`config.mk`:
```
export PLATFORM = sky130hd
export DESIGN_NAME = fcp_div
export DESIGN_NICKNAME = d
export VERILOG_FILES = /design/src/rtl/fcp_pkg.sv /design/src/rtl/fcp_div.sv
export SDC_FILE = /design/constraint.sdc
export NUM_CORES = 1
export LEC_CHECK = 0
export ABC_AREA = 1
export BUFFER_PORTS_ARGS = -buffer_cell sky130_fd_sc_hd__buf_2
export CAP_MARGIN = 20
export CORE_AREA = 2 2 199 201
export DETAILED_ROUTE_END_ITERATION = 7
export DIE_AREA = 0 0 201 203
export HOLD_SLACK_MARGIN = 0.12
export SYNTH_ARGS = -nofsm -noshare
export SYNTH_HDL_FRONTEND = slang
export SYNTH_SLANG_ARGS = --single-unit
```
`constraint.sdc`:
```
create_clock -name clk -period 4 [get_ports clk]
set_input_delay 0.6 -clock clk [delete_from_list [all_inputs] [get_ports clk]]
set_output_delay 0.6 -clock clk [all_outputs]
set_load 0.02 [all_outputs]
```
`src/rtl/fcp_pkg.sv`:
```
// shared types, constants and helper functions of the fan curve pwm controller
// no dependencies; imported by every module of the block
`default_nettype none

package fcp_pkg;

    // field widths
    localparam int PCT_W  = 7;
    localparam int TEMP_W = 16;

    // duty resolution
    localparam int DUTY_BITS = 10;
    localparam int DUTY_FULL = (1 << DUTY_BITS) - 1;
    localparam logic [DUTY_BITS-1:0] DUTY_FULL_V = DUTY_BITS'(DUTY_FULL);

    // percent limits
    localparam logic [PCT_W-1:0] PCT_FULL       = 7'd100;
    localparam logic [PCT_W-1:0] FIRING_MIN_PCT = 7'd60;

    // interpolation datapath widths
    localparam int SPAN_W = TEMP_W;
    localparam int DVS_W  = SPAN_W + 1;
    localparam int PROD_W = SPAN_W + PCT_W;
    localparam int NUM_W  = PROD_W + 1;
    localparam int QUOT_W = PCT_W;

    // divider split over pipeline stages
    localparam int DIV_STEPS_PER_STAGE = 2;
    localparam int DIV_STAGES = (QUOT_W + DIV_STEPS_PER_STAGE - 1) / DIV_STEPS_PER_STAGE;

    // duty = pct*DUTY_A + floor(pct*DUTY_B/100)
    localparam int PA_W = DUTY_BITS + PCT_W;
    localparam logic [DUTY_BITS-1:0] DUTY_A_V = DUTY_BITS'(DUTY_FULL / 100);
    localparam logic [PCT_W-1:0] DUTY_B_V = PCT_W'(DUTY_FULL % 100);
    localparam int Y_W = 2 * PCT_W;

    // floor(y/100) as (y*5243)>>19, exact for y below 43699
    localparam int RECIP_W = 13;
    localparam logic [RECIP_W-1:0] RECIP_100 = 13'd5243;
    localparam int RECIP_SHIFT = 19;
    localparam int QP_W = Y_W + RECIP_W;

    // register map
    typedef enum logic [2:0] {
        REG_MANUAL_MODE     = 3'd0,
        REG_MANUAL_POWER    = 3'd1,
        REG_AUTO_ENABLE     = 3'd2,
        REG_TEMP_LOW        = 3'd3,
        REG_TEMP_HIGH       = 3'd4,
        REG_POWER_LOW       = 3'd5,
        REG_POWER_HIGH      = 3'd6,
        REG_OUTPUT_INVERTED = 3'd7
    } reg_idx_t;

    typedef struct packed {
        logic                     manual_mode;
        logic [PCT_W-1:0]         manual_power;
        logic                     auto_enable;
        logic signed [TEMP_W-1:0] temp_low;
        logic signed [TEMP_W-1:0] temp_high;
        logic [PCT_W-1:0]         power_low;
        logic [PCT_W-1:0]         power_high;
        logic                     output_inverted;
    } cfg_t;

    localparam cfg_t CFG_RESET = '{
        manual_mode:     1'b0,
        manual_power:    7'd0,
        auto_enable:     1'b1,
        temp_low:        16'sd720,
        temp_high:       16'sd4480,
        power_low:       7'd0,
        power_high:      7'd100,
        output_inverted: 1'b0
    };

    // what travels beside the division
    typedef struct packed {
        logic [PCT_W-1:0] base;
        logic             interp;
        logic             min_en;
    } side_t;

    typedef struct packed {
        logic [NUM_W-1:0] num;
        logic [DVS_W-1:0] dvs;
        side_t            side;
    } div_in_t;

    typedef struct packed {
        logic [NUM_W-1:0]  rem;
        logic [DVS_W-1:0]  dvs;
        logic [QUOT_W-1:0] quot;
        side_t             side;
    } div_work_t;

    typedef struct packed {
        logic [QUOT_W-1:0] quot;
        side_t             side;
    } div_res_t;

    // low seven bits, saturated at full power
    function automatic logic [PCT_W-1:0] sat_percent(logic [31:0] v);
        return (v[PCT_W-1:0] > PCT_FULL) ? PCT_FULL : v[PCT_W-1:0];
    endfunction

    // one restoring division step for quotient bit k
    function automatic div_work_t div_step(div_work_t w, int k);
        logic [NUM_W-1:0] sh;
        div_work_t        r;
        r = w;
        if (k >= 0)
        begin
            sh = NUM_W'(w.dvs) << k;
            if (w.rem >= sh)
            begin
                r.rem  = w.rem - sh;
                r.quot = w.quot | (QUOT_W'(1) << k);
            end
        end
        return r;
    endfunction

endpackage

`default_nettype wire

```
`src/rtl/fcp_div.sv`:
```
// pipelined restoring divider, two quotient bits per stage and one in the last
// depends on fcp_pkg (div_step, stage count and widths)
`default_nettype none

module fcp_div import fcp_pkg::*;
(
    input  wire logic    clk,
    input  wire logic    rst_n,
    input  wire logic    work_valid,
    output logic         work_ready,
    input  wire div_in_t work,
    output logic         quot_valid,
    input  wire logic    quot_ready,
    output div_res_t     quot
);

    logic [DIV_STAGES-1:0] valid_reg;
    div_work_t             work_reg [DIV_STAGES];
    logic [DIV_STAGES-1:0] stage_en;
    div_work_t             stage_next [DIV_STAGES];

    // stall chain from the last stage back
    always_comb
    begin
        stage_en[DIV_STAGES-1] = !valid_reg[DIV_STAGES-1] || quot_ready;
        for (int s = DIV_STAGES - 2; s >= 0; s--)
            stage_en[s] = !valid_reg[s] || stage_en[s+1];
    end

    assign work_ready = stage_en[0];

    // quotient bits of each stage
    always_comb
    begin
        div_work_t src;
        src.rem  = work.num;
        src.dvs  = work.dvs;
        src.quot = '0;
        src.side = work.side;
        for (int j = 0; j < DIV_STEPS_PER_STAGE; j++)
            src = div_step(src, QUOT_W - 1 - j);
        stage_next[0] = src;
        for (int s = 1; s < DIV_STAGES; s++)
        begin
            src = work_reg[s-1];
            for (int j = 0; j < DIV_STEPS_PER_STAGE; j++)
                src = div_step(src, QUOT_W - 1 - (s * DIV_STEPS_PER_STAGE + j));
            stage_next[s] = src;
        end
    end

    always_ff @(posedge clk or negedge rst_n)
    begin
        if (!rst_n)
            valid_reg <= '0;
        else
        begin
            if (stage_en[0])
                valid_reg[0] <= work_valid;
            for (int s = 1; s < DIV_STAGES; s++)
                if (stage_en[s])
                    valid_reg[s] <= valid_reg[s-1];
        end
    end

    always_ff @(posedge clk)
    begin
        if (stage_en[0] && work_valid)
            work_reg[0] <= stage_next[0];
        for (int s = 1; s < DIV_STAGES; s++)
            if (stage_en[s] && valid_reg[s-1])
                work_reg[s] <= stage_next[s];
    end

    assign quot_valid = valid_reg[DIV_STAGES-1];
    assign quot.quot  = work_reg[DIV_STAGES-1].quot;
    assign quot.side  = work_reg[DIV_STAGES-1].side;

endmodule

`default_nettype wire

```
# Word-level counts from Yosys, hierarchy flattened
# Memories as Yosys holds them, arrays and structs flattened.
# Cells that the tools add are included.
classes:
  mux: 22
  order_cmp: 7
  add_sub_neg: 7
  reduce_logical: 12
ops:
  columns: ["op", "count"]
  rows:
  - ["$mux 24", 7]
  - ["$ge 24x17->1", 1]
  - ["$ge 24x18->1", 1]
  - ["$ge 24x19->1", 1]
  - ["$ge 24x20->1", 1]
  - ["$ge 24x21->1", 1]
  - ["$ge 24x22->1", 1]
  - ["$ge 24x23->1", 1]
  - ["$sub 24x17->24", 1]
  - ["$sub 24x18->24", 1]
  - ["$sub 24x19->24", 1]
  - ["$sub 24x20->24", 1]
  - ["$sub 24x21->24", 1]
  - ["$sub 24x22->24", 1]
  - ["$sub 24x23->24", 1]
  - ["$mux 1", 9]
  - ["$mux 7", 1]
  - ["$mux 6", 1]
  - ["$mux 5", 1]
  - ["$logic_and 1x1->1", 4]
  - ["$logic_not 1->1", 4]
  - ["$logic_or 1x1->1", 4]
  - ["$mux 4", 1]
  - ["$mux 3", 1]
  - ["$mux 2", 1]
word_totals:
  wordCells: 53
  out_inout_bits: 18
  memories: 1
  ff_bits: 4
  inputBits: 54
  mem_bits_rw: 228
mem_list:
  columns: ["name", "words", "width", "rd", "rd_clocked_by_memory_dff", "wr", "line_no", "source"]
  rows:
  - ["work_reg", 4, 57, 4, 0, 4, "fcp_div.sv:18", "div_work_t work_reg [DIV_STAGES];"]

# Depth between registers and ports, before layout
depth:
  word_depth: 8
  ltp_mapped: 32
  depth_no_buf: 30

# Worst setup path after synthesis
# OpenSTA, ideal clock, no wires.
synth_timing:
  path_kind: "in2reg"
  start: "input port work[32] (netlist bit)"
  end: "memory work_reg[0][40] (netlist bit), data pin"
  arrival_ns: 3.782
  setup_slack_ns: -0.044
  cell_stages: 30
  required_ns: 3.739
  path_cell_list: "inv_1 -> ha_1 -> inv_1 -> fa_1 -> nand3_1 -> nand3_2 -> nand3_2 -> nand2_2 -> nand3_1 -> nand2_1 -> nand2_1 -> nand2_2 -> inv_2 -> buf_6 -> buf_2 -> nand2_1 -> o21ai_1 -> ha_1 -> a21o_1 -> inv_1 -> o21ai_0 -> a21oi_1 -> nand3_1 -> nand2_1 -> nand2_1 -> nand2_1 -> nand2_1 -> nor2_4 -> buf_6 -> o21ai_0"
synth_rtl:
  columns: ["item", "line_no", "source"]
  rows:
  - ["start: declaration", "fcp_div.sv:11", "input wire div_in_t work,"]
  - ["end: declaration", "fcp_div.sv:18", null]

==> qor.yml <==
vias: 13800
stdcell_area_um2: 21400
yosysTopAreaCellShare: 0.389
switchingPower_w: 0.00806
grt_pass1_vias: 13500
dp_hpwl_mm: 33.0
seqPwrFrac: 0.171
drive_gt1_frac: 0.441
slowest_delay_ns: 0.49
diodes: 0
path_class: "register to register"
die_y_um: 203
ys_seq_area_frac: 0.396
critPathLaunchType: "register"
drv_cap: 0
num_io_pins: 72
gr-usage-all-layers: 0.203
netlist_instances: 1689
hold_path_end: "work_reg[0][2]"
setup_tns_ns: -0.284
async_flop_share: 0.0220
ant_nets: 0
netlist_area_um2: 13700
r2r_slack_ns: -0.03
cp_max_fo: 7
drc: 0
required_ns: 4.19
crit_buf_inv: 8
antenna_found_initial: 0
synth.largest_area_cell: "edfxtp_1"
core_um2: 38500
multiInputGateArea_um2: 8960
drv_slew: 0
final.setup.worst_slack_ns: -0.0317
place_congestion: 0.940
fin_crit_ns: 4.03
dpl_cell_area_um2: 18300
crit_path_frequent_cell: "nand2_1"
vdd_drop_max_uv: 408
num-fill-cells: 3342
area_delta_synth_final_pct: 56.0
critPathTopFamily: "simple AND/OR/NAND/NOR gates"
start_util: 0.357
rsz0062_at_grt: "true"
p_sw_frac: 0.436
synth_seq_cells: 182
clockPowerShare: 0.091
period_share: 1.01
p_leak_nw: 10.0
internal_power_w: 0.0104
wl_per_cell_um: 16.0
totalWireLength_mm: 45.5
hold_class: "primary input to register"
routed_via_density: 4.86
powerDensity_nw_per_um2: 861
yosysMostFrequentCell: "nand2_1"
synth-edff-count: 178
skew_ns: 0.0142
setup_viol: 17
firstDrtPassIters: 5
maxSlewHeadroom: 0.307
tightest_slew_ns: 1.04
fmax_mhz: 248
cts-root-buf: "clkbuf_16"
run_status: "finished, violations left"
clk_pin_slew_ns: 0.08
timing.rr.end: "work_reg[1][41]"
cts.sinks: 182
cts_tree: "done"
std_cell_rows: 72
grt_start_max_net_pins: 53
numCtsBuffers: 17
combPwrFrac: 0.738
synth.distinct_cells: 52
dieWidth_um: 201
overflow: 0
violations: "negative setup slack"
layout.area.seq_um2: 5450
htreeDepth: 4
dieArea_um2: 40800
drt_iter0_drc: 711
synthTopCellsByCount: "453 x nand2_1, 232 x inv_1, 178 x edfxtp_1"
arrival_ns: 4.22
synthesis.nets: 1868
clk_path_buf_depth: 2
nets: 2497
clk_latency_ns: 0.45
hold_viol: 0
hold_path.startpoint: "work[2]"
synthFlopType: "edfxtp_1"
slowest_stage: "edfxtp_1"
yosys_warnings: 0
synth_area_leaders: "edfxtp_1 39%, nand2_1 12%, ha_1 11%"
largest_reg_flops: 178
io_buffers: 71
grt_pass1_wl_mm: 65.3
hold_depth: 1
worstSetupEndpointType: "register"
syn_area_per_cell_um2: 8.14
r2r_cells: 26
r2r-start: "work_reg[0][44]"
## cell type report
class | instances | area share
Clock inverter | 15 | 0.00817
Clock buffer | 17 | 0.0198
Timing Repair inverter | 2 | 0.000700
Tap cell | 518 | 0.0302
Inverter | 248 | 0.0445
Sequential cell | 182 | 0.254
Timing Repair Buffer | 625 | 0.225
Multi-Input combinational cell | 1242 | 0.418
## placed cells by master, fill, tap and decap left out, types with 34 or more instances in the layout
master	synthesis	layout
buf_2	4	71
inv_1	232	209
edfxtp_1	178	178
a21oi_2	2	34
nand2_2	18	72
buf_4	0	524
a21oi_1	116	79
o21ai_2	7	46
nor2_1	108	92
ha_4	0	46
nand2_1	453	374
xor2_1	40	39
o21ai_0	78	40
ha_1	119	71
nand3_1	65	52
xnor2_1	47	46
## cells by family after synthesis
logic type,count (synthesis),synth area share
XOR/XNOR,87,0.0554
buffers and inverters,268,0.0792
adder cells (fa/ha/maj),125,0.117
AO/OA/AOI/OAI,287,0.115
AND/OR/NAND/NOR,740,0.237
flip-flops,182,0.396
## stage by stage
step,worst slack (ns),hold WS (ns),cells,power (W),utilization
global route,-0.258,0.300,2849,0.0197,0.558
floorplan,0.000241,0.304,1689,0.00881,-
detailed placement,-0.415,0.405,2739,0.0133,0.476
finish,-0.0317,0.327,2849,0.0185,0.558
global placement,-0.253,0.401,2739,0.0131,0.476
CTS,-0.0378,0.302,2802,0.0157,0.508
## layer usage
metal | share of wire | vias up | track usage
met3 | 0.032 | 100 | 0.0249
met4 | 0.043 | 0 | 0.102
met1 | 0.39 | 6457 | 0.225
met5 | 0 | - | 0
li1 | - | 6909 | -
met2 | 0.53 | 366 | 0.381
## what timing repair did
action	4_1_cts	5_1_grt
hold endpoints to repair	4	0
resized for setup	95	330
pin swaps	30	111
setup buffers	23	40
setup endpoints to repair	45	66
hold buffers	1	0
gates cloned	7	8
## power groups by stage
stage,clock [W],sequential [W],combinational [W]
final,0.00168,0.00315,0.0136
after global routing,0.00179,0.00319,0.0147
after CTS,0.00172,0.00310,0.0109
after detailed placement,0,0.00314,0.0101
after global placement,0,0.00313,0.00995
after floorplan,0,0.00306,0.00575
## how the worst max path moves through the flow
stage                     cells after the start            start  slack (ns)         endpoint
after floorplan                              30         work[32]      0.0002  work_reg[0][40]
after global placement                       24         work[22]       -0.25  work_reg[0][38]
final                                        26  work_reg[0][44]       -0.03  work_reg[1][41]
after global routing                         30  work_reg[0][37]       -0.26  work_reg[1][53]
after CTS                                    28  work_reg[1][16]       -0.04  work_reg[2][47]
after detailed placement                     28         work[32]       -0.41  work_reg[0][39]
(Power assumes the default switching activity.)
