--- src/rtl/fcp_pkg.sv ---
// shared types, constants and helper functions of the fan curve pwm controller
// no dependencies; imported by every module of the block
`default_nettype none

package fcp_pkg;

    // field widths
    localparam int PCT_W  = 7;
    localparam int TEMP_W = 16;

    // duty resolution
    localparam int DUTY_BITS = 10;
    localparam int DUTY_FULL = (1 << DUTY_BITS) - 1;
    localparam logic [DUTY_BITS-1:0] DUTY_FULL_V = DUTY_BITS'(DUTY_FULL);

    // percent limits
    localparam logic [PCT_W-1:0] PCT_FULL       = 7'd100;
    localparam logic [PCT_W-1:0] FIRING_MIN_PCT = 7'd60;

    // interpolation datapath widths
    localparam int SPAN_W = TEMP_W;
    localparam int DVS_W  = SPAN_W + 1;
    localparam int PROD_W = SPAN_W + PCT_W;
    localparam int NUM_W  = PROD_W + 1;
    localparam int QUOT_W = PCT_W;

    // divider split over pipeline stages
    localparam int DIV_STEPS_PER_STAGE = 2;
    localparam int DIV_STAGES = (QUOT_W + DIV_STEPS_PER_STAGE - 1) / DIV_STEPS_PER_STAGE;

    // duty = pct*DUTY_A + floor(pct*DUTY_B/100)
    localparam int PA_W = DUTY_BITS + PCT_W;
    localparam logic [DUTY_BITS-1:0] DUTY_A_V = DUTY_BITS'(DUTY_FULL / 100);
    localparam logic [PCT_W-1:0] DUTY_B_V = PCT_W'(DUTY_FULL % 100);
    localparam int Y_W = 2 * PCT_W;

    // floor(y/100) as (y*5243)>>19, exact for y below 43699
    localparam int RECIP_W = 13;
    localparam logic [RECIP_W-1:0] RECIP_100 = 13'd5243;
    localparam int RECIP_SHIFT = 19;
    localparam int QP_W = Y_W + RECIP_W;

    // register map
    typedef enum logic [2:0] {
        REG_MANUAL_MODE     = 3'd0,
        REG_MANUAL_POWER    = 3'd1,
        REG_AUTO_ENABLE     = 3'd2,
        REG_TEMP_LOW        = 3'd3,
        REG_TEMP_HIGH       = 3'd4,
        REG_POWER_LOW       = 3'd5,
        REG_POWER_HIGH      = 3'd6,
        REG_OUTPUT_INVERTED = 3'd7
    } reg_idx_t;

    typedef struct packed {
        logic                     manual_mode;
        logic [PCT_W-1:0]         manual_power;
        logic                     auto_enable;
        logic signed [TEMP_W-1:0] temp_low;
        logic signed [TEMP_W-1:0] temp_high;
        logic [PCT_W-1:0]         power_low;
        logic [PCT_W-1:0]         power_high;
        logic                     output_inverted;
    } cfg_t;

    localparam cfg_t CFG_RESET = '{
        manual_mode:     1'b0,
        manual_power:    7'd0,
        auto_enable:     1'b1,
        temp_low:        16'sd720,
        temp_high:       16'sd4480,
        power_low:       7'd0,
        power_high:      7'd100,
        output_inverted: 1'b0
    };

    // what travels beside the division
    typedef struct packed {
        logic [PCT_W-1:0] base;
        logic             interp;
        logic             min_en;
    } side_t;

    typedef struct packed {
        logic [NUM_W-1:0] num;
        logic [DVS_W-1:0] dvs;
        side_t            side;
    } div_in_t;

    typedef struct packed {
        logic [NUM_W-1:0]  rem;
        logic [DVS_W-1:0]  dvs;
        logic [QUOT_W-1:0] quot;
        side_t             side;
    } div_work_t;

    typedef struct packed {
        logic [QUOT_W-1:0] quot;
        side_t             side;
    } div_res_t;

    // low seven bits, saturated at full power
    function automatic logic [PCT_W-1:0] sat_percent(logic [31:0] v);
        return (v[PCT_W-1:0] > PCT_FULL) ? PCT_FULL : v[PCT_W-1:0];
    endfunction

    // one restoring division step for quotient bit k
    function automatic div_work_t div_step(div_work_t w, int k);
        logic [NUM_W-1:0] sh;
        div_work_t        r;
        r = w;
        if (k >= 0)
        begin
            sh = NUM_W'(w.dvs) << k;
            if (w.rem >= sh)
            begin
                r.rem  = w.rem - sh;
                r.quot = w.quot | (QUOT_W'(1) << k);
            end
        end
        return r;
    endfunction

endpackage

`default_nettype wire

--- src/rtl/fcp_duty.sv ---
// back end: power select, duty products and duty finish with output register
// depends on fcp_pkg for duty constants and the divider result type
`default_nettype none

module fcp_duty import fcp_pkg::*;
(
    input  wire logic        clk,
    input  wire logic        rst_n,
    input  wire cfg_t        cfg,
    input  wire logic        quot_valid,
    output logic             quot_ready,
    input  wire div_res_t    quot,
    output logic             result_valid,
    input  wire logic        result_ready,
    output logic [PCT_W-1:0] power_percent,
    output logic [DUTY_BITS-1:0] pwm_duty
);

    logic                 g_valid_reg;
    logic [PCT_W-1:0]     pct_g_reg;
    logic                 h_valid_reg;
    logic [PCT_W-1:0]     pct_h_reg;
    logic [DUTY_BITS-1:0] pa_reg;
    logic [Y_W-1:0]       y_reg;
    logic                 full_reg;
    logic                 i_valid_reg;
    logic [PCT_W-1:0]     pct_out_reg;
    logic [DUTY_BITS-1:0] duty_out_reg;

    logic                 en_g;
    logic                 en_h;
    logic                 en_i;
    logic [PCT_W-1:0]     pct_sum;
    logic [PCT_W-1:0]     pct_next;
    logic [PA_W-1:0]      pa_prod;
    logic [QP_W-1:0]      qp;
    logic [DUTY_BITS-1:0] duty_raw;
    logic [DUTY_BITS-1:0] duty_next;

    // stall chain
    assign en_i       = !i_valid_reg || result_ready;
    assign en_h       = !h_valid_reg || en_i;
    assign en_g       = !g_valid_reg || en_h;
    assign quot_ready = en_g;

    // effective power with the firing minimum
    always_comb
    begin
        pct_sum  = quot.side.base + (quot.side.interp ? quot.quot : '0);
        pct_next = (quot.side.min_en && (pct_sum < FIRING_MIN_PCT)) ? FIRING_MIN_PCT : pct_sum;
    end

    // integer and fractional duty parts
    assign pa_prod = PA_W'(pct_g_reg) * PA_W'(DUTY_A_V);

    // divide by 100 through the reciprocal, full scale and inversion
    always_comb
    begin
        qp        = QP_W'(y_reg) * QP_W'(RECIP_100);
        duty_raw  = full_reg ? DUTY_FULL_V : pa_reg + DUTY_BITS'(qp[RECIP_SHIFT +: PCT_W]);
        duty_next = cfg.output_inverted ? DUTY_FULL_V - duty_raw : duty_raw;
    end

    always_ff @(posedge clk or negedge rst_n)
    begin
        if (!rst_n)
        begin
            g_valid_reg <= 1'b0;
            h_valid_reg <= 1'b0;
            i_valid_reg <= 1'b0;
        end
        else
        begin
            if (en_g)
                g_valid_reg <= quot_valid;
            if (en_h)
                h_valid_reg <= g_valid_reg;
            if (en_i)
                i_valid_reg <= h_valid_reg;
        end
    end

    always_ff @(posedge clk)
    begin
        if (en_g && quot_valid)
            pct_g_reg <= pct_next;
        if (en_h && g_valid_reg)
        begin
            pct_h_reg <= pct_g_reg;
            pa_reg    <= pa_prod[DUTY_BITS-1:0];
            y_reg     <= Y_W'(pct_g_reg) * Y_W'(DUTY_B_V);
            full_reg  <= pct_g_reg >= PCT_FULL;
        end
        if (en_i && h_valid_reg)
        begin
            pct_out_reg  <= pct_h_reg;
            duty_out_reg <= duty_next;
        end
    end

    assign result_valid  = i_valid_reg;
    assign power_percent = pct_out_reg;
    assign pwm_duty      = duty_out_reg;

endmodule

`default_nettype wire

--- config.mk ---
export PLATFORM = sky130hd
export DESIGN_NAME = fcp_duty
export DESIGN_NICKNAME = d
export VERILOG_FILES = /design/src/rtl/fcp_pkg.sv /design/src/rtl/fcp_duty.sv
export SDC_FILE = /design/constraint.sdc
export NUM_CORES = 1
export LEC_CHECK = 0
export BUFFER_PORTS_ARGS = -buffer_cell sky130_fd_sc_hd__buf_4
export CORE_AREA = 5 5 127 93
export CTS_CLUSTER_SIZE = 40
export DETAILED_ROUTE_END_ITERATION = 8
export DIE_AREA = 0 0 132 98
export HOLD_SLACK_MARGIN = 0.15
export MAX_ROUTING_LAYER = met4
export PLACE_DENSITY = 0.94
export SLEW_MARGIN = 10
export SYNTH_ARGS = -nofsm -noshare
export SYNTH_HDL_FRONTEND = slang
export SYNTH_SLANG_ARGS = --single-unit
--- constraint.sdc ---
create_clock -name clk -period 16.95 [get_ports clk]
set_input_delay 2.5425 -clock clk [delete_from_list [all_inputs] [get_ports clk]]
set_output_delay 2.5425 -clock clk [all_outputs]
set_load 0.01 [all_outputs]
After elaboration in Yosys (flattened, before gate mapping)

Cells that the tools add are included.

Add/sub/neg operators: 3
Multipliers: 3
Div/mod/pow operators: 0
Order comparisons: 2
Eq/ne operators: 0
Shift operators: 0
Multiplexer cells: 3
Bitwise gates (word level): 0
Reduce and logical (&&, ||, !) cells: 10

Operators by type and width:

| kind                   | number |
|---|---|
| $mul 12x13->25 const B | 1 |
| $mux 10                | 2 |
| $mul 7x5->12 const B   | 1 |
| $add 10x6->10          | 1 |
| $sub 10x10->10 const A | 1 |
| $mul 7x3->9 const B    | 1 |
| $add 7x7->7            | 1 |
| $ge 7x7->1 const B     | 1 |
| $lt 7x6->1 const B     | 1 |
| $mux 7                 | 1 |
| $logic_and 1x1->1      | 4 |
| $logic_not 1->1        | 3 |
| $logic_or 1x1->1       | 3 |

Bits in registers: 56
Latch bits: 0
Memory bits (writable): 0
Memory bits (read-only): 0
Output and inout bits: 19
Logic and storage cells: 31
Memories: 0

Depth between registers and ports, before layout

Gate-level depths: netlist of run 1.

Word-level depth: 5
Gate-level depth with buffers: 25
Gate-level depth less buffers: 25

Worst setup path before layout of run 1

Ideal clock, no wire load.

Path kind: flip-flop to flip-flop
Start point: register y_reg[9]
End point: register duty_out_reg[8] (netlist: pwm_duty[8]) (data pin)
Setup time: 0.273 ns
Data arrival time: 5.701 ns
Required time: 16.677 ns
Path slack: 10.976 ns
Stages on the path, launching flop included: 22
Path buffers: 0
Clock period less this slack: 5.974 ns
Cell sequence: edfxtp_1 fa_1 xor2_1 ha_1 fa_1 fa_1 inv_1 fa_1 inv_1 ha_1 and4_1 nand3_1 o311ai_1 a21oi_1 xnor2_1 ha_1 a21o_1 a21oi_2 o21bai_1 a21o_1 a2111oi_0 a311oi_1

Word-level cells in the longest chain between the ends: 5

Ends and longest elaborated chain:

| element                  | line           | source |
|---|---|---|
| start: declaration       | fcp_duty.sv:24 | `logic [Y_W-1:0] y_reg;` |
| start signal: assignment | fcp_duty.sv:91 | `y_reg <= Y_W'(pct_g_reg) * Y_W'(DUTY_B_V);` |
| $mul 12x13->25 (*)       | fcp_duty.sv:59 | `qp = QP_W'(y_reg) * QP_W'(RECIP_100);` |
| $add 10x6->10 (*)        | fcp_duty.sv:60 | `duty_raw = full_reg ? DUTY_FULL_V : pa_reg + DUTY_BITS'(qp[RECIP_SHIFT +: PCT_W]);` |
| $mux 10 (*)              | fcp_duty.sv:60 |  |
| $sub 10x10->10           | fcp_duty.sv:61 | `duty_next = cfg.output_inverted ? DUTY_FULL_V - duty_raw : duty_raw;` |
| $mux 10 (*)              | fcp_duty.sv:61 |  |
| net duty_next[8]         | fcp_duty.sv:38 | `logic [DUTY_BITS-1:0] duty_next;` |
| end signal: assignment   | fcp_duty.sv:97 | `duty_out_reg <= duty_next;` |
| end: declaration         | fcp_duty.sv:28 | `logic [DUTY_BITS-1:0] duty_out_reg;` |

Mark *: on every way through the listed nets, which the timed path passes. The rest lies on a longest branch.
A chain may end at the register's enable or synchronous reset.

Worst setup path in the final report of run 1

Same ends and word-level chain as after synthesis.

==> results of run 1 <==
[critical path: stages, from the launching register on]
cell and delay [ns]:
edfxtp_1 0.52, fa_1 0.66, xor2_1 0.16, ha_1 0.27, fa_1 0.55, fa_1 0.56
inv_1 0.06, fa_1 0.61, inv_1 0.06, ha_1 0.30, and4_1 0.23, nand3_1 0.12
o311ai_1 0.41, a21oi_1 0.16, xnor2_1 0.26, ha_1 0.28, a21o_1 0.17, a21oi_2 0.16
o21bai_1 0.09, a2111oi_0 0.45, a311oi_1 0.09, a311oi_1 0.27
[cell families (layout without fill, tap and decap cells)]
kind of cell | Yosys count | count (layout) | synth area share
fa+ha+maj | 177 | 177 | 0.427
compound gates | 85 | 85 | 0.0970
simple gates | 86 | 86 | 0.0813
xor+xnor | 33 | 33 | 0.0471
buf+inv | 140 | 182 | 0.0856
flops | 53 | 53 | 0.257
mux | 3 | 3 | 0.00510
[synth_stat cells, types with 3 or more instances]
library cell | n | area (µm²)
a21o_1 | 17 | 128
xnor2_1 | 22 | 193
a21oi_1 | 19 | 95.1
xor2_1 | 11 | 96.3
inv_1 | 135 | 507
a2111oi_0 | 3 | 26.3
edfxtp_1 | 50 | 1500
and2_1 | 10 | 62.6
fa_1 | 54 | 1080
nor2_1 | 14 | 52.6
nand4b_1 | 3 | 26.3
dfrtp_1 | 3 | 75.1
ha_1 | 123 | 1540
o21ai_0 | 13 | 65.1
a31oi_1 | 3 | 18.8
o21bai_1 | 4 | 30.0
or3_1 | 3 | 18.8
nor2b_1 | 5 | 31.3
a211oi_1 | 3 | 22.5
nand2_1 | 13 | 48.8
nand3_1 | 5 | 25.0
nor3b_1 | 6 | 45.0
nand2b_1 | 7 | 43.8
clkbuf_1 | 4 | 15.0
o211ai_1 | 4 | 30.0
nor3_1 | 6 | 30.0
[final cells by class]
class	instances	area (µm²)
flip-flops and latches	53	1580
inverters	135	507
clock inverters	1	7.51
fillers	761	3890
well taps	136	170
clock buffers	7	133
multi-input cells	384	4040
repair buffers	39	293
[per-layer routing]
layer | GRT usage | wire [µm] | vias to the layer above
met5 | - | 0 | -
met3 | 0.0381 | 761 | 17
li1 | - | - | 2028
met1 | 0.263 | 5300 | 2030
met2 | 0.334 | 5950 | 120
met4 | 0.0387 | 112 | 0
[metrics by stage]
stage | util | setup WS, ns
after floorplan | - | 10.98
after global placement | 0.620 | 10.54
after detailed placement | 0.620 | 10.37
after CTS | 0.633 | 10.34
after global routing | 0.633 | 9.98
final | 0.633 | 10.31
[worst max path at each step]
stage / start / to / slack (ns) / cells past startpoint
2_1_floorplan: y_reg[9]$_DFFE_PP_ / pwm_duty[8]$_DFFE_PP_ / 10.98 / 21
3_3_place_gp: y_reg[9]$_DFFE_PP_ / pwm_duty[8]$_DFFE_PP_ / 10.54 / 21
3_5_place_dp: y_reg[9]$_DFFE_PP_ / pwm_duty[8]$_DFFE_PP_ / 10.37 / 21
4_1_cts: y_reg[9]$_DFFE_PP_ / pwm_duty[8]$_DFFE_PP_ / 10.34 / 21
5_1_grt: y_reg[9]$_DFFE_PP_ / pwm_duty[8]$_DFFE_PP_ / 9.98 / 21
6_report: y_reg[9]$_DFFE_PP_ / pwm_duty[8]$_DFFE_PP_ / 10.31 / 21
==> flow_summary.toml, run 1 <==
[route]
wl_per_cell_um = 16.1
wl_um = 12100
vias_per_cell = 5.56
num_vias = 4195
final_antenna_net_count = 0
drc = 0
first_iter_violations = 210
firstDrtPassIters = 4

[cts]
cts_tree = "done"
cts_buffer_depth = 2
clock-root-buffer = "clkbuf_16"
path_clk_slew_ns = 0.07
cts_buffers = 5
clock_sinks = 53
ctsHoldBuffers = 0
insertion_delay_ns = 0.29
htreeDepth = 2
post_cts_buffers = 0
cts_resized = 0

[place]
placed_area_um2 = 6580
port_buffers = 39
dp_hpwl_um = 9920
dp.cells = 747
gp_congestion = 0.937

[synthesis]
yosysSeqAreaShare = 0.257
syn_avg_cell_area_um2 = 10.6
async_flop_share = 0.0566
syn_area_um2 = 6140
ys_warn_count = 0
synth_edf_count = 50
netlist_instances = 577
yosys.cell_types.count = 54
yosys_most_used_dff = "edfxtp_1"
synth_fp_nets = 830
synth_seq_cells = 53

[timing]
clock_skew_ns = 0.00403
maxSlewViolCount = 0
setup_viol = 0
period_minus_slack_ns = 6.64
slew_headroom = 0.236
tns_ns = 0
fin_crit_sh = 0.392
rsz0062_at_grt = "no"
timing.hold.ws_ns = 0.421
worst_slew_pin_slew_ns = 1.15
hold_viol = 0
max_clock_freq_ghz = 0.151

[floorplanning]
core_um2 = 10600
dieArea_um2 = 12900
die_h_um = 98
dieWidth_um = 132
ioPinCount = 95
num_rows = 32
start_util = 0.578

[global_routing]
grt_first_pass_wirelength_um = 21100
grt_max_degree = 27
track_usage = 0.202
grt_pass1_vias = 4599
overflow = 0
antenna_found_initial = 0

[layout]
drive_gt1_frac = 0.0921
largest_register_ffs = 11
final_cell_count_no_fill = 755
layout_commonest_cell = "inv_1"
antenna_cells = 0
area.growth.synth_to_final_pct = 9.52
design_area_um2 = 6720
final_nets = 871
final_cell_mix = "inv_1, ha_1, fa_1"

[worst_setup_path]
arrival_ns = 6.73
end_kind = "register"
r2r_start = "y_reg[9]$_DFFE_PP_"
r2r_end = "pwm_duty[8]$_DFFE_PP_"
rrSetupSlack_ns = 10.31
startpoint_type = "register"
reg2reg_depth = 21
required_ns = 17.04
path_class = "register to register"
path_max_fanout = 6

[hold_path]
worstHoldPathCells = 0
hold_end = "power_percent[6]$_DFFE_PP_"
hold_start = "pct_h_reg[6]$_DFFE_PP_"
min_path_type = "register to register"

[run]
max_cap_viol_count = 0

[run_status]
status = "finished, final reports clean"
Power of run 1 is not shown: default switching activity piles up to over one toggle a cycle in this logic, so the estimate is an artifact.
==> run 2: changes to the inputs <==
Settings changed: CORE_AREA 5 5 127 93 to 5 5 128 94, DIE_AREA 0 0 132 98 to 0 0 133 99, PLACE_DENSITY 0.94 to 0.92.
Clock period 16.95 ns to 6.4 ns, I/O delays scaled along.
==> flow_summary.toml, run 2 (synthesis gave the netlist of run 1 again) <==
[hold_path]
hold_start = "pct_h_reg[3]$_DFFE_PP_"
min_path_type = "register to register"
worstHoldPathCells = 0
hold_end = "power_percent[3]$_DFFE_PP_"

[route]
wl_um = 14200
vias_per_cell = 5.75
drc = 0
num_vias = 4516
wl_per_cell_um = 18.0
first_iter_violations = 258
firstDrtPassIters = 4
final_antenna_net_count = 0

[layout]
final_cell_count_no_fill = 786
drive_gt1_frac = 0.182
final_cell_mix = "inv_1, ha_1, buf_4"
layout_commonest_cell = "inv_1"
post-route-util = 0.673
nFillCells = 708
final_nets = 902
antenna_cells = 0
largest_register_ffs = 11
area.growth.synth_to_final_pct = 17.2

[run_status]
status = "finished, final reports clean"

[worst_setup_path]
required_ns = 6.43
rrSetupSlack_ns = 0.07
slowest_delay_ns = 0.60
slowest_stage = "fa_1"
critical_path.cell_chain = "fa_1, inv_1, fa_1, inv_1, ha_1, fa_1, inv_1, fa_1, inv_1, ha_1, a21oi_1, o21ai_2, a211oi_4, o311ai_4, a21oi_2, xnor2_2, ha_1, a21o_1, a21oi_2, o21bai_2, a21o_1, a2111oi_0, a311oi_1"
reg2reg_depth = 23
startpoint_type = "register"
path_buf_inv = 4
path_class = "register to register"
arrival_ns = 6.35
r2r_end = "pwm_duty[8]$_DFFE_PP_"
r2r_start = "y_reg[4]$_DFFE_PP_"
crit_family = "adder cells"
end_kind = "register"
path_max_fanout = 3

[global_routing]
grt_first_pass_wirelength_um = 22600
antenna_found_initial = 0
track_usage = 0.219
grt_max_degree = 27
overflow = 0
grt_pass1_vias = 4845

[floorplanning]
dieWidth_um = 133
core_um2 = 10700
num_rows = 32
die_h_um = 99
dieArea_um2 = 13200
start_util = 0.574
ioPinCount = 95

[place]
dp_hpwl_um = 10700
dp.cells = 761
port_buffers = 39
gp_congestion = 0.900

[timing]
maxSlewViolCount = 0
max_clock_freq_ghz = 0.158
slew_headroom = 0.233
setup_viol = 0
period_minus_slack_ns = 6.33
fin_crit_sh = 0.989
clock_skew_ns = 0.00350
hold_viol = 0
tns_ns = 0
worst_slew_pin_slew_ns = 1.15

[cts]
clock_sinks = 53
cts_buffers = 5
htreeDepth = 2
cts_buffer_depth = 2
path_clk_slew_ns = 0.07
clock-root-buffer = "clkbuf_16"
cts_tree = "done"
ctsHoldBuffers = 0
insertion_delay_ns = 0.30

[run]
max_cap_viol_count = 0
[run 2: cell type report]
cell class / instances / area, µm² / share of cell area
Clock buffer: 6 / 139 / 0.0193
Multi-Input combinational cell: 384 / 4250 / 0.591
Sequential cell: 53 / 1580 / 0.219
Clock inverter: 2 / 13.8 / 0.00191
Timing Repair Buffer: 70 / 537 / 0.0746
Inverter: 135 / 507 / 0.0705
Tap cell: 136 / 170 / 0.0237
[run 2: what timing repair did]
| item | CTS | global route |
|---|---|---|
| gates resized for setup | 0 | 39 |
| hold endpoints to repair | 0 | 0 |
| pin swaps | 1 | 24 |
| buffers inserted | 2 | 15 |
| setup endpoints to repair | 1 | 4 |
[run 2: worst max path at each step]
stage                                  start                    end  slack [ns]  depth (start not counted)
after floorplan           y_reg[9]$_DFFE_PP_  pwm_duty[8]$_DFFE_PP_        0.43                         21
after global placement    y_reg[9]$_DFFE_PP_  pwm_duty[9]$_DFFE_PP_        0.15                         22
after detailed placement  y_reg[9]$_DFFE_PP_  pwm_duty[8]$_DFFE_PP_       -0.11                         21
after CTS                 y_reg[9]$_DFFE_PP_  pwm_duty[8]$_DFFE_PP_      0.0006                         21
after global routing      y_reg[5]$_DFFE_PP_  pwm_duty[8]$_DFFE_PP_       -0.19                         23
final                     y_reg[4]$_DFFE_PP_  pwm_duty[8]$_DFFE_PP_        0.07                         23
[run 2: stage by stage]
| stage | hold WS [ns] | cell area [µm²] | setup slack, ns |
|---|---|---|---|
| after floorplan | 0.400 | 6140 | 0.426 |
| after global placement | 0.403 | 6690 | 0.146 |
| after detailed placement | 0.405 | 6690 | -0.105 |
| after CTS | 0.421 | 6850 | 0.000603 |
| after global routing | 0.427 | 7190 | -0.189 |
| final | 0.420 | 7190 | 0.0735 |
[run 2: worst register-to-register path, delay by kind of cell, from the launching register on]
family / cells / cell delay [ns]
buffers and inverters: 4 / 0.21
AO/OA/AOI/OAI: 11 / 2.15
adder cells (fa/ha/maj): 7 / 3.11
flip-flops: 1 / 0.43
XOR/XNOR: 1 / 0.15
[run 2: metal layers]
metal,GRT usage,share of wire,up-vias
li1,-,-,2097
met1,0.259,0.41,2221
met2,0.379,0.51,151
met3,0.0439,0.053,47
met4,0.0663,0.028,0
met5,-,0,-
Power of run 2 is left out for the same reason.
==> run 3: changes to the inputs <==
Settings changed: RECOVER_POWER from default to 50.
==> flow_summary.toml, run 3 (synthesis gave the netlist of run 1 again) <==
[global_routing]
grt_max_degree = 27
grt_first_pass_wirelength_um = 22600
antenna_found_initial = 0
track_usage = 0.219
grt_pass1_vias = 4845
overflow = 0

[route]
final_antenna_net_count = 0
first_iter_violations = 260
num_vias = 4498
vias_per_cell = 5.72
drc = 0
wl_per_cell_um = 18.0
wl_um = 14200
firstDrtPassIters = 5

[cts]
clock-root-buffer = "clkbuf_16"
clock_sinks = 53
cts_tree = "done"
insertion_delay_ns = 0.30
htreeDepth = 2
cts_buffer_depth = 2
cts_buffers = 5
path_clk_slew_ns = 0.07

[layout]
post-route-util = 0.665
antenna_cells = 0
largest_register_ffs = 11
drive_gt1_frac = 0.149
area.growth.synth_to_final_pct = 15.9
final_cell_mix = "inv_1, ha_1, fa_1"
final_nets = 902
layout_commonest_cell = "inv_1"
design_area_um2 = 7110

[timing]
period_minus_slack_ns = 6.32
slew_headroom = 0.207
setup_viol = 0
tns_ns = 0
worst_slack_ns = 0.0784
maxSlewViolCount = 0
worst_slew_pin_slew_ns = 1.19
fin_crit_sh = 0.988
clock_skew_ns = 0.00363
hold_viol = 0
max_clock_freq_ghz = 0.158

[worst_setup_path]
end_kind = "register"
arrival_ns = 6.35
rrSetupSlack_ns = 0.08
reg2reg_depth = 23
path_class = "register to register"
r2r_start = "y_reg[4]$_DFFE_PP_"
critical_path.cell_chain = "fa_1, inv_1, fa_1, inv_1, ha_1, fa_1, inv_1, fa_1, inv_1, ha_1, a21oi_1, o21ai_2, a211oi_4, o311ai_4, a21oi_2, xnor2_2, ha_1, a21o_1, a21oi_2, o21bai_2, a21o_1, a2111oi_0, a311oi_1"
slowest_stage = "fa_1"
required_ns = 6.43
slowest_delay_ns = 0.60
path_max_fanout = 3
r2r_end = "pwm_duty[8]$_DFFE_PP_"
startpoint_type = "register"

[hold_path]
min_path_type = "register to register"
hold_end = "power_percent[3]$_DFFE_PP_"
hold_start = "pct_h_reg[3]$_DFFE_PP_"
worstHoldPathCells = 0

[floorplanning]
num_rows = 32
die_h_um = 99
start_util = 0.574
ioPinCount = 95
core_um2 = 10700
dieWidth_um = 133
dieArea_um2 = 13200

[place]
gp_congestion = 0.900
placed_area_um2 = 6690
dpl_worst_slack_ns = -0.105
dp_hpwl_um = 10700
port_buffers = 39

[run_status]
status = "finished, final reports clean"

[run]
max_cap_viol_count = 0
-- run 3: worst max-delay path by stage --
| stage | start | to |
|---|---|---|
| global placement | y_reg[9]$_DFFE_PP_ | pwm_duty[9]$_DFFE_PP_ |
| finish | y_reg[4]$_DFFE_PP_ | pwm_duty[8]$_DFFE_PP_ |
| CTS | y_reg[9]$_DFFE_PP_ | pwm_duty[8]$_DFFE_PP_ |
| global route | y_reg[5]$_DFFE_PP_ | pwm_duty[8]$_DFFE_PP_ |
| floorplan | y_reg[9]$_DFFE_PP_ | pwm_duty[8]$_DFFE_PP_ |
| detailed placement | y_reg[9]$_DFFE_PP_ | pwm_duty[8]$_DFFE_PP_ |
-- run 3: repair_timing --
action                                 CTS  global route
endpoints found under the hold margin    0             0
resized for setup                        0            39
setup endpoints to repair                1             4
hold buffers                             0             0
pin swaps                                1            24
buffers inserted                         2            15
-- run 3: per-layer routing --
layer / GRT usage / vias up / routed length, µm
li1: - / 2096 / -
met1: 0.259 / 2214 / 5750
met2: 0.379 / 145 / 7230
met3: 0.0439 / 43 / 797
met4: 0.0663 / 0 / 376
met5: - / - / 0
-- run 3: worst max-delay path: cells and delay by family (launching register included) --
family / cells / cell delay, ns
AO/OA/AOI/OAI: 11 / 2.15
adder cells (fa/ha/maj): 7 / 3.11
XOR/XNOR: 1 / 0.15
buffers and inverters: 4 / 0.21
flip-flops: 1 / 0.43
-- run 3: layout make-up --
class / count / area [µm²]
Timing Repair Buffer: 70 / 458
Inverter: 135 / 507
Fill cell: 730 / 3580
Multi-Input combinational cell: 384 / 4250
Clock buffer: 6 / 139
Clock inverter: 2 / 13.8
Tap cell: 136 / 170
Sequential cell: 53 / 1580
-- run 3: stage by stage --
stage                     instances  hold slack [ns]
after CTS                       771            0.421
after global routing            786            0.432
after detailed placement        761            0.405
final                           786            0.420
after floorplan                 577            0.400
after global placement          761            0.403
Power of run 3 is left out for the same reason.
